**src/rtl/phot_pkg.sv**
```systemverilog
`timescale 1ns / 1ps
package phot_pkg;
  localparam int Dim = 7;
  localparam int Rate = 9;
  localparam int Rounds = 12;
  localparam logic [3:0] PadNibble = 4'h8;

  typedef logic [3:0] nib_t;
  typedef nib_t [Dim-1:0] col_t;

  // Control broadcast along the row of column cells.
  typedef struct packed {
    logic       load_iv;
    logic       absorb;
    logic       round_en;
  } cell_ctl_t;

  function automatic nib_t sbox(input nib_t x);
    nib_t r;
    case (x)
      4'h0: r = 4'hc; 4'h1: r = 4'h5; 4'h2: r = 4'h6; 4'h3: r = 4'hb;
      4'h4: r = 4'h9; 4'h5: r = 4'h0; 4'h6: r = 4'ha; 4'h7: r = 4'hd;
      4'h8: r = 4'h3; 4'h9: r = 4'he; 4'ha: r = 4'hf; 4'hb: r = 4'h8;
      4'hc: r = 4'h4; 4'hd: r = 4'h7; 4'he: r = 4'h1; default: r = 4'h2;
    endcase
    return r;
  endfunction

  function automatic nib_t round_const(input logic [3:0] r);
    nib_t c;
    case (r)
      4'd0: c = 4'd1;  4'd1: c = 4'd3;  4'd2: c = 4'd7;   4'd3: c = 4'd14;
      4'd4: c = 4'd13; 4'd5: c = 4'd11; 4'd6: c = 4'd6;   4'd7: c = 4'd12;
      4'd8: c = 4'd9;  4'd9: c = 4'd2;  4'd10: c = 4'd5;  default: c = 4'd10;
    endcase
    return c;
  endfunction

  localparam nib_t RowConst [Dim] = '{4'd0, 4'd1, 4'd2, 4'd5, 4'd3, 4'd6, 4'd4};
  localparam nib_t IvRow [Dim] = '{4'd0, 4'd2, 4'd8, 4'd2, 4'd4, 4'd2, 4'd4};
  localparam nib_t Mix [Dim][Dim] = '{
    '{4'd1, 4'd4, 4'd6, 4'd1, 4'd1, 4'd6, 4'd4},
    '{4'd4, 4'd2, 4'd15, 4'd2, 4'd5, 4'd10, 4'd5},
    '{4'd5, 4'd3, 4'd15, 4'd10, 4'd7, 4'd8, 4'd13},
    '{4'd13, 4'd4, 4'd11, 4'd2, 4'd7, 4'd15, 4'd9},
    '{4'd9, 4'd15, 4'd7, 4'd2, 4'd11, 4'd4, 4'd13},
    '{4'd13, 4'd8, 4'd7, 4'd10, 4'd15, 4'd3, 4'd5},
    '{4'd5, 4'd10, 4'd5, 4'd2, 4'd15, 4'd2, 4'd4}};

  function automatic nib_t gf_mul(input nib_t a, input nib_t b);
    nib_t r;
    nib_t x;
    r = '0;
    x = a;
    for (int i = 0; i < 4; i++) begin
      if (b[i]) r = r ^ x;
      x = {x[2:0], 1'b0} ^ (x[3] ? 4'h3 : 4'h0);
    end
    return r;
  endfunction
endpackage

```
**src/rtl/photon160_sponge_hash.sv**
```systemverilog
`timescale 1ns / 1ps
// Channel  Dir  Ports
// in_      in   in_valid, in_stall, in_block_data, in_nibble_count, in_is_last
// out_     out  out_valid, out_stall, out_digest_chunk, out_chunk_nibbles, out_last_chunk
// One permutation round per cycle in a row of seven column cells: a block
// is taken in IDLE, absorbed in ABS and then permuted in PERM.
// A full last block adds a pad block, absorbed in PAD and permuted in PERM.
// Each chunk is loaded in SQZ and handed over in WAIT; PERM runs between chunks.
// Reset reloads the IV; each chunk waits in the output register
// while out_stall is high, and no new transaction is taken until the digest ends.
module photon160_sponge_hash #(
  parameter int DIGEST_NIBBLES = 40
) (
  input  logic        clk,
  input  logic        rst_n,
  input  logic        in_valid,
  output logic        in_stall,
  input  logic [35:0] in_block_data,
  input  logic [3:0]  in_nibble_count,
  input  logic        in_is_last,
  output logic        out_valid,
  input  logic        out_stall,
  output logic [35:0] out_digest_chunk,
  output logic [3:0]  out_chunk_nibbles,
  output logic        out_last_chunk
);
  import phot_pkg::*;

  localparam int NChunks = (DIGEST_NIBBLES + Rate - 1) / Rate;
  localparam int LastN = DIGEST_NIBBLES - (NChunks - 1) * Rate;

  typedef enum logic [2:0] {IDLE, ABS, PERM, PAD, SQZ, WAIT} state_t;
  state_t state_r;
  logic [3:0] round_r;
  logic [2:0] chunk_r;
  logic last_r, pad_pending_r;
  logic [3:0] cnt_r;
  logic [35:0] blk_r;

  col_t cols [Dim];
  col_t subs [Dim];
  col_t shifted [Dim];
  col_t absorb_col [Dim];
  col_t iv_cols [Dim];
  col_t ac_cols [Dim];
  cell_ctl_t ctl;

  logic [35:0] pad_blk;
  always_comb begin
    pad_blk = '0;
    for (int p = 0; p < Rate; p++) begin
      if (p < int'(cnt_r)) pad_blk[35-4*p -: 4] = blk_r[35-4*p -: 4];
      else if (p == int'(cnt_r)) pad_blk[35-4*p -: 4] = PadNibble;
    end
  end

  always_comb begin
    for (int j = 0; j < Dim; j++) begin
      for (int i = 0; i < Dim; i++) begin
        absorb_col[j][i] = '0;
        iv_cols[j][i] = (i == Dim - 1) ? IvRow[j] : 4'h0;
        shifted[j][i] = subs[(j + i) % Dim][i];
      end
      absorb_col[j][0] = pad_blk[35-4*j -: 4];
    end
    absorb_col[0][1] = pad_blk[7:4];
    absorb_col[1][1] = pad_blk[3:0];
  end

  // AddConstant is applied before the S-box of column 0.
  always_comb begin
    for (int j = 0; j < Dim; j++) begin
      for (int i = 0; i < Dim; i++) begin
        ac_cols[j][i] = (j == 0) ? (round_const(round_r) ^ RowConst[i]) : 4'h0;
      end
    end
  end

  for (genvar j = 0; j < Dim; j++) begin : g_cell
    phot_cell u_cell (
      .clk(clk), .ctl(ctl), .col_in(shifted[j]), .absorb_in(absorb_col[j]),
      .iv_col(iv_cols[j]), .ac_in(ac_cols[j]), .sub_out(subs[j]), .col_r(cols[j]));
  end

  always_comb begin
    ctl.load_iv = !rst_n || (state_r == WAIT && !out_stall && out_valid && out_last_chunk);
    ctl.absorb = (state_r == ABS) || (state_r == PAD);
    ctl.round_en = (state_r == PERM);
  end

  assign in_stall = (state_r != IDLE);

  logic [35:0] chunk;
  always_comb begin
    chunk = '0;
    for (int j = 0; j < Dim; j++) chunk[35-4*j -: 4] = cols[j][0];
    chunk[7:4] = cols[0][1];
    chunk[3:0] = cols[1][1];
  end

  always_ff @(posedge clk) begin
    if (!rst_n) begin
      state_r <= IDLE;
      out_valid <= 1'b0;
      round_r <= '0;
      chunk_r <= '0;
    end else begin
      unique case (state_r)
        IDLE: if (in_valid) begin
          blk_r <= in_block_data;
          last_r <= in_is_last;
          if (!in_is_last || in_nibble_count >= 4'd9) begin
            cnt_r <= 4'd9;
            pad_pending_r <= in_is_last;
          end else begin
            cnt_r <= in_nibble_count;
            pad_pending_r <= 1'b0;
          end
          chunk_r <= '0;
          state_r <= ABS;
        end
        ABS, PAD: begin
          round_r <= '0;
          state_r <= PERM;
        end
        PERM: begin
          if (round_r == 4'(Rounds - 1)) begin
            round_r <= '0;
            if (pad_pending_r) begin
              pad_pending_r <= 1'b0;
              cnt_r <= '0;
              state_r <= PAD;
            end else if (!last_r) state_r <= IDLE;
            else state_r <= SQZ;
          end else round_r <= round_r + 4'd1;
        end
        SQZ: begin
          out_valid <= 1'b1;
          if (chunk_r == 3'(NChunks - 1)) begin
            out_digest_chunk <= chunk & ({36{1'b1}} << (4 * (Rate - LastN)));
            out_chunk_nibbles <= 4'(LastN);
            out_last_chunk <= 1'b1;
          end else begin
            out_digest_chunk <= chunk;
            out_chunk_nibbles <= 4'(Rate);
            out_last_chunk <= 1'b0;
          end
          state_r <= WAIT;
        end
        WAIT: if (!out_stall) begin
          out_valid <= 1'b0;
          if (out_last_chunk) state_r <= IDLE;
          else begin
            chunk_r <= chunk_r + 3'd1;
            last_r <= 1'b1;
            state_r <= PERM;
          end
        end
        default: state_r <= IDLE;
      endcase
    end
  end
endmodule

```
**src/rtl/phot_cell.sv**
```systemverilog
`timescale 1ns / 1ps
// One state column. ShiftRows is a fixed wiring: row i of this column takes
// row i of its neighbour i places to the right, which arrives on col_in.
module phot_cell (
  input  logic               clk,
  input  phot_pkg::cell_ctl_t ctl,
  input  phot_pkg::col_t     col_in,
  input  phot_pkg::col_t     absorb_in,
  input  phot_pkg::col_t     iv_col,
  input  phot_pkg::col_t     ac_in,
  output phot_pkg::col_t     sub_out,
  output phot_pkg::col_t     col_r
);
  import phot_pkg::*;

  col_t col_nxt;
  col_t mixed;

  // AddConstant touches column 0 only; the top level feeds zeros elsewhere.
  always_comb begin
    for (int i = 0; i < Dim; i++) begin
      sub_out[i] = sbox(col_r[i] ^ ac_in[i]);
    end
  end

  always_comb begin
    for (int i = 0; i < Dim; i++) begin
      mixed[i] = '0;
      for (int k = 0; k < Dim; k++) begin
        mixed[i] = mixed[i] ^ gf_mul(Mix[i][k], col_in[k]);
      end
    end
  end

  always_comb begin
    col_nxt = col_r;
    if (ctl.load_iv) col_nxt = iv_col;
    else if (ctl.absorb) col_nxt = col_r ^ absorb_in;
    else if (ctl.round_en) col_nxt = mixed;
  end

  always_ff @(posedge clk) begin
    col_r <= col_nxt;
  end
endmodule

```
**config.mk**
```make
export PLATFORM = sky130hd
export DESIGN_NAME = photon160_sponge_hash
export DESIGN_NICKNAME = d
export VERILOG_FILES = /design/src/rtl/phot_pkg.sv /design/src/rtl/photon160_sponge_hash.sv /design/src/rtl/phot_cell.sv
export SDC_FILE = /design/constraint.sdc
export NUM_CORES = 2
export LEC_CHECK = 0
export ABC_CLOCK_PERIOD_IN_PS = 4700
export BUFFER_PORTS_ARGS = -buffer_cell sky130_fd_sc_hd__buf_4
export CAP_MARGIN = 0
export CORE_ASPECT_RATIO = 2
export CORE_MARGIN = 2
export CORE_UTILIZATION = 59
export CTS_BUF_LIST = sky130_fd_sc_hd__clkbuf_8 sky130_fd_sc_hd__clkbuf_16
export DETAILED_ROUTE_END_ITERATION = 6
export PLACE_DENSITY = 0.86
export REMOVE_ABC_BUFFERS = 1
export SYNTH_ARGS = -nofsm -noshare
export SYNTH_HDL_FRONTEND = slang
export SYNTH_SLANG_ARGS = --single-unit
export TNS_END_PERCENT = 30
```
**constraint.sdc**
```tcl
create_clock -name clk -period 4.7 [get_ports clk]
set_clock_uncertainty 0.15 [all_clocks]
set_input_delay 0.94 -clock clk [delete_from_list [all_inputs] [get_ports clk]]
set_output_delay 0.94 -clock clk [all_outputs]
set_load 0.02 [all_outputs]
```
== Word level (Yosys, flattened, before mapping) ==
Memory sizes are Yosys's and may differ from the RTL's. A register that Yosys moved wholly into a read port is not among the register bits.
Cells that the tools add are included.

* Bits in registers: 290
* Latch bits: 0
* Memory bits (writable): 0
* Memory bits (read-only): 3,584
* Input port bits: 45
* Memories: 56

* Add/sub/neg operators: 2
* $mul: 0
* Div/mod/pow operators: 0
* Order comparisons: 10
* Equal/unequal tests: 20
* Shifts and indexed selects: 0
* Multiplexer cells: 1,140
* Bitwise operators: 1,049
* Reduce and logical (&&, ||, !) cells: 26

{| class="wikitable"
|+ Memory list
! memory !! words !! bits a word !! rd ports !! clocked after Yosys merged registers in !! write ports !! line !! text
|-
| (name not given) || 16 || 4 || 1 || 1 || 0 || phot_pkg.sv:31 || <nowiki>case (r)</nowiki>
|-
| (name not given) || 16 || 4 || 1 || 1 || 0 || phot_pkg.sv:31 ||
|-
| (name not given) || 16 || 4 || 1 || 1 || 0 || phot_pkg.sv:31 ||
|-
| (name not given) || 16 || 4 || 1 || 1 || 0 || phot_pkg.sv:31 ||
|-
| (name not given) || 16 || 4 || 1 || 1 || 0 || phot_pkg.sv:31 ||
|-
| (name not given) || 16 || 4 || 1 || 1 || 0 || phot_pkg.sv:31 ||
|-
| 50 more memories || - || - || - || - || - || - ||
|}

{| class="wikitable"
|+ Operators with widths
! operator !! count
|-
| $mux 4 || 591
|-
| $xor 4x4->4 || 301
|-
| $mux 3 || 295
|-
| $not 3->3 || 182
|-
| $not 2->2 || 206
|-
| $mux 28 || 14
|-
| $mux 2 || 148
|-
| $not 1->2 || 70
|-
| $not 4->4 || 35
|-
| $xor 28x4->28 || 5
|-
| $not 1->1 const A || 133
|-
| $not 1->1 || 101
|-
| $mux 1 || 85
|-
| $xor 28x8->28 || 2
|-
| $not 2->3 || 14
|-
| $eq 4x4->1 const A || 5
|-
| $lt 3x4->1 const A || 4
|-
| $pmux 4 s2 || 2
|-
| $pmux 3 s5 || 1
|-
| $reduce_and 5->1 || 2
|-
| $reduce_bool 2->1 || 5
|-
| $eq 3x3->1 const B || 3
|-
| $eq 3x4->1 const A || 2
|-
| $lt 1x4->1 const A || 2
|-
| other kinds (23) || 39
|}

== Longest topological paths before layout ==
An unclocked memory read counts as a cell.

* Depth in word-level cells: 20
* Mapped depth: 18

== Modules after synthesis ==
From an unflattened synthesis, not the netlist that was laid out.

* Cells, all modules: 3,664
* Area total of the unflattened synthesis: 38,280.5 µm²

{| class="wikitable"
|+ By module, submodules not included
! module !! times used !! cells each !! area an instance (µm²) !! seq. area each (µm²)
|-
| phot_cell (g_cell[5].u_cell ...) || 2 || 483 || 4,865.9 || 840.8
|-
| phot_cell (g_cell[1].u_cell) || 1 || 486 || 5,119.9 || 840.8
|-
| phot_cell (g_cell[0].u_cell) || 1 || 450 || 5,002.3 || 840.8
|-
| phot_cell (g_cell[3].u_cell) || 1 || 486 || 4,868.4 || 840.8
|-
| phot_cell (g_cell[4].u_cell) || 1 || 503 || 4,843.4 || 840.8
|-
| phot_cell (g_cell[2].u_cell) || 1 || 472 || 4,798.4 || 840.8
|-
| photon160_sponge_hash || 1 || 301 || 3,916.3 || 2,702.6
|}

== Worst setup path after synthesis ==
OpenSTA, ideal clock, no wires.

* Path type: register -> register
* Start: reg, netlist name ac_cols[192]
* End: reg, netlist name g_cell[5].u_cell.sub_out[7]
* Library setup time: 121 ps
* Arrival: 4,090 ps
* Path slack: 339 ps
* Cell stages (with the launch flop): 19
* Buffers on the path: 2
* Clock period less this slack: 4,361 ps
* Path through: dfxtp_1 -> buf_4 -> xor2_1 -> ha_1 -> mux2_2 -> ha_1 -> clkbuf_1 -> xor2_1 -> xnor2_1 -> xnor2_1 -> xnor2_1 -> xnor2_1 -> a211oi_1 -> inv_1 -> ha_1 -> inv_1 -> nor2_1 -> a21oi_1 -> mux2_2

==> impl_metrics.json <==
{
  "outcome": "complete, no violations",
  "cp-start-kind": "flip-flop",
  "synthArstFlopShare_pct": 0,
  "clock_latency_ns": 0.63,
  "netlist_area_sq_um": 37800,
  "worstPathArrival_ns": 4.95,
  "crit_path_start": "ac_cols[193]$_DFF_P_",
  "cp_cell_sequence": "buf_12 > xnor2_1 > inv_1 > ha_1 > mux2_2 > o22a_1 > xnor3_1 > xnor2_1 > nand2_1 > a21oi_1 > inv_1 > ha_1 > o21ai_0 > a21oi_1 > o21a_1",
  "gr-total-overflow": 0,
  "portBuffers": 86,
  "fin_util_pct": 65.3,
  "htree_levels": 2,
  "final_nets": 4385,
  "finalSetupViolCount": 0,
  "track_usage_pct": 34.5,
  "synth-seq-cells": 459,
  "path_max_fanout": 9,
  "drive_gt1_share_pct": 12.3,
  "yosys_most_used_dff": "dfxtp_1",
  "period_share_pct": 97.5,
  "synthDistinctLibCells": 92,
  "ys_seq_area_share_pct": 26.4,
  "path_clk_slew_ns": 0.07,
  "wl_per_cell_microns": 23.4,
  "synthSimpleGateAreaFrac_pct": 7.51,
  "worst_pin_slew_ns": 1.04,
  "endpoint_kind": "flip-flop",
  "drt_wl_total_mm": 115,
  "cts_setup_buffers": 0,
  "r2r_slack_ns": 0.12,
  "vias": 28835,
  "synth_top_family_by_area": "XOR/XNOR gates",
  "cts_tree": "yes",
  "path_delay_family": "XOR/XNOR gates",
  "ctsLongestPathBuffers": 3,
  "hold_ws_ns": 0.307,
  "cts_resized": 0,
  "dp_hpwl_mm": 89.8,
  "rows": 131,
  "avgViaCountPerCell": 5.86,
  "drt_iter0_drc": 1856,
  "start_util_pct": 59.5,
  "critPathSlowestCell": "xnor3_1",
  "antenna_found_initial": 3,
  "met3_length_mm": 5.51,
  "cts.sinks": 459,
  "holdPathStages": 0,
  "area_delta_synth_final_pct": 9.80,
  "drv_slew": 0,
  "path_class": "reg -> reg",
  "stdcell_area_sq_um": 41600,
  "reg2reg_depth": 15,
  "maxCapViolations": 0,
  "hold_start": "g_cell[2].u_cell.col_r[0]$_SDFFE_PP0N_",
  "dpl_cell_area_sq_um": 40100,
  "fp.coreArea_sq_um": 63600,
  "synth-xor-area-share_pct": 34.9,
  "remaining_drc_errors": 0,
  "syn_avg_cell_area_sq_um": 9.49,
  "firstDrtPassIters": 6,
  "hold_violations": 0,
  "cts-root-buf": "clkbuf_16",
  "synth_compound_area_share_pct": 10.5,
  "cpPeakStageDelay_ns": 0.49,
  "cts_made_buffers": 44,
  "reg2reg_from": "ac_cols[193]$_DFF_P_",
  "synth_fa_ha_area_share_pct": 8.50,
  "reg2reg_to": "g_cell[4].u_cell.sub_out[26]$_DFF_P_",
  "met1_length_mm": 37.9,
  "place_congestion": 1.04,
  "io_pins": 88,
  "max_freq_ghz": 0.218,
  "die_area_sq_um": 66300,
  "hold_buffers": 0,
  "grt_pass1_wl_mm": 172,
  "muxShareOfSynthArea_pct": 7.76,
  "slew_headroom_pct": 31.0,
  "antenna_cells": 0,
  "synth_edf_count": 80,
  "worstHoldPathType": "reg -> reg",
  "synthCells": 3989,
  "fp.dieH_microns": 362,
  "wl_met2_mm": 58.7,
  "die_w_microns": 183,
  "worstHoldEndpoint": "out_digest_chunk[24]$_DFFE_PP_",
  "crit_buf_inv": 3,
  "fill_cells": 5053,
  "top_layer": "met5",
  "grt_max_degree": 87,
  "period_needed_ns": 4.58,
  "ys_warn_count": 0,
  "cp.required_ns": 5.07,
  "rsz0062_at_grt": "false",
  "grt_pass1_vias": 29746,
  "ant_nets": 0
}
layer usage:
metal / GRT usage, % / vias up
li1: - / 13416
met1: 32.5 / 13776
met3: 5.20 / 532
met5: 0 / -
met4: 33.0 / 4
met2: 62.8 / 1107
through the flow:
step | TNS (ns) | instances | setup WS [ns]
5_1_grt | 0 | 4917 | 0.0196
6_report | 0 | 4917 | 0.118
3_5_place_dp | 0 | 4835 | 0.246
2_1_floorplan | -2991.34 | 3769 | -10.39
3_3_place_gp | 0 | 4835 | 0.369
4_1_cts | 0 | 4917 | 0.190
cell usage after synthesis (66+ instances only):
cell type / n / share of area (%)
a21oi_1: 194 / 2.6
clkbuf_1: 173 / 1.7
dfxtp_1: 379 / 20
edfxtp_1: 80 / 6.3
ha_1: 257 / 8.5
inv_1: 210 / 2.1
mux2_2: 66 / 2.0
mux2i_1: 164 / 4.3
nand2_1: 206 / 2.0
nor2_1: 213 / 2.1
o21ai_0: 148 / 2.0
xnor2_1: 953 / 22
xnor3_1: 79 / 4.7
xor2_1: 279 / 6.5
cell usage in the layout (no fill, tap or decap), types with 80 or more instances in the layout:
| master | n |
|---|---|
| a21oi_1 | 194 |
| xor2_1 | 278 |
| edfxtp_1 | 80 |
| buf_4 | 258 |
| inv_1 | 218 |
| xnor2_1 | 952 |
| nor2_1 | 210 |
| mux2i_1 | 164 |
| nand2_1 | 205 |
| ha_1 | 257 |
| dfxtp_1 | 379 |
| o21ai_0 | 148 |
sequential cells by signal, summed over array words and instances (netlist names):
| name | flops |
|---|---|
| ac_cols | 4 |
| out_valid | 1 |
| g_cell.u_cell.sub_out | 168 |
| cnt_r | 4 |
| chunk_r | 3 |
| round_r | 4 |
| pad_pending_r | 1 |
| out_chunk_nibbles | 2 |
| state_r | 3 |
| out_digest_chunk | 36 |
| blk_r | 36 |
| last_r | 1 |
| g_cell.u_cell.col_r | 196 |
worst max-delay path by stage:
stage | endpoint | slack [ns] | cells after the start
after floorplan | g_cell[4].u_cell.sub_out[6]$_DFF_P_ | -10.39 | 6
after global placement | g_cell[6].u_cell.sub_out[24]$_DFF_P_ | 0.37 | 14
after detailed placement | g_cell[6].u_cell.sub_out[24]$_DFF_P_ | 0.25 | 14
after CTS | g_cell[1].u_cell.sub_out[6]$_DFF_P_ | 0.19 | 15
after global routing | g_cell[4].u_cell.sub_out[11]$_DFF_P_ | 0.02 | 12
final | g_cell[4].u_cell.sub_out[26]$_DFF_P_ | 0.12 | 15
layout make-up:
cell class | instances | area (sq um) | share of cell area [%]
clock buffer | 49 | 1180 | 2.84
clock inverter | 33 | 231 | 0.557
inverter | 211 | 792 | 1.91
multi-input combinational | 3099 | 26200 | 63.1
sequential | 459 | 9990 | 24.0
tap | 798 | 998 | 2.40
timing repair buffer | 268 | 2140 | 5.14
cell families (layout without fill, tap and decap cells):
logic type	after synthesis	after routing
XOR/XNOR	1339	1339
AND/OR/NAND/NOR	627	627
AO/OA/AOI/OAI	620	620
flip-flops	459	459
buffers and inverters	431	561
adder cells (fa/ha/maj)	257	257
multiplexers	255	255
other	1	1
Power is not shown: default switching activity piles up to over one toggle a cycle in this logic, so the estimate is an artifact.
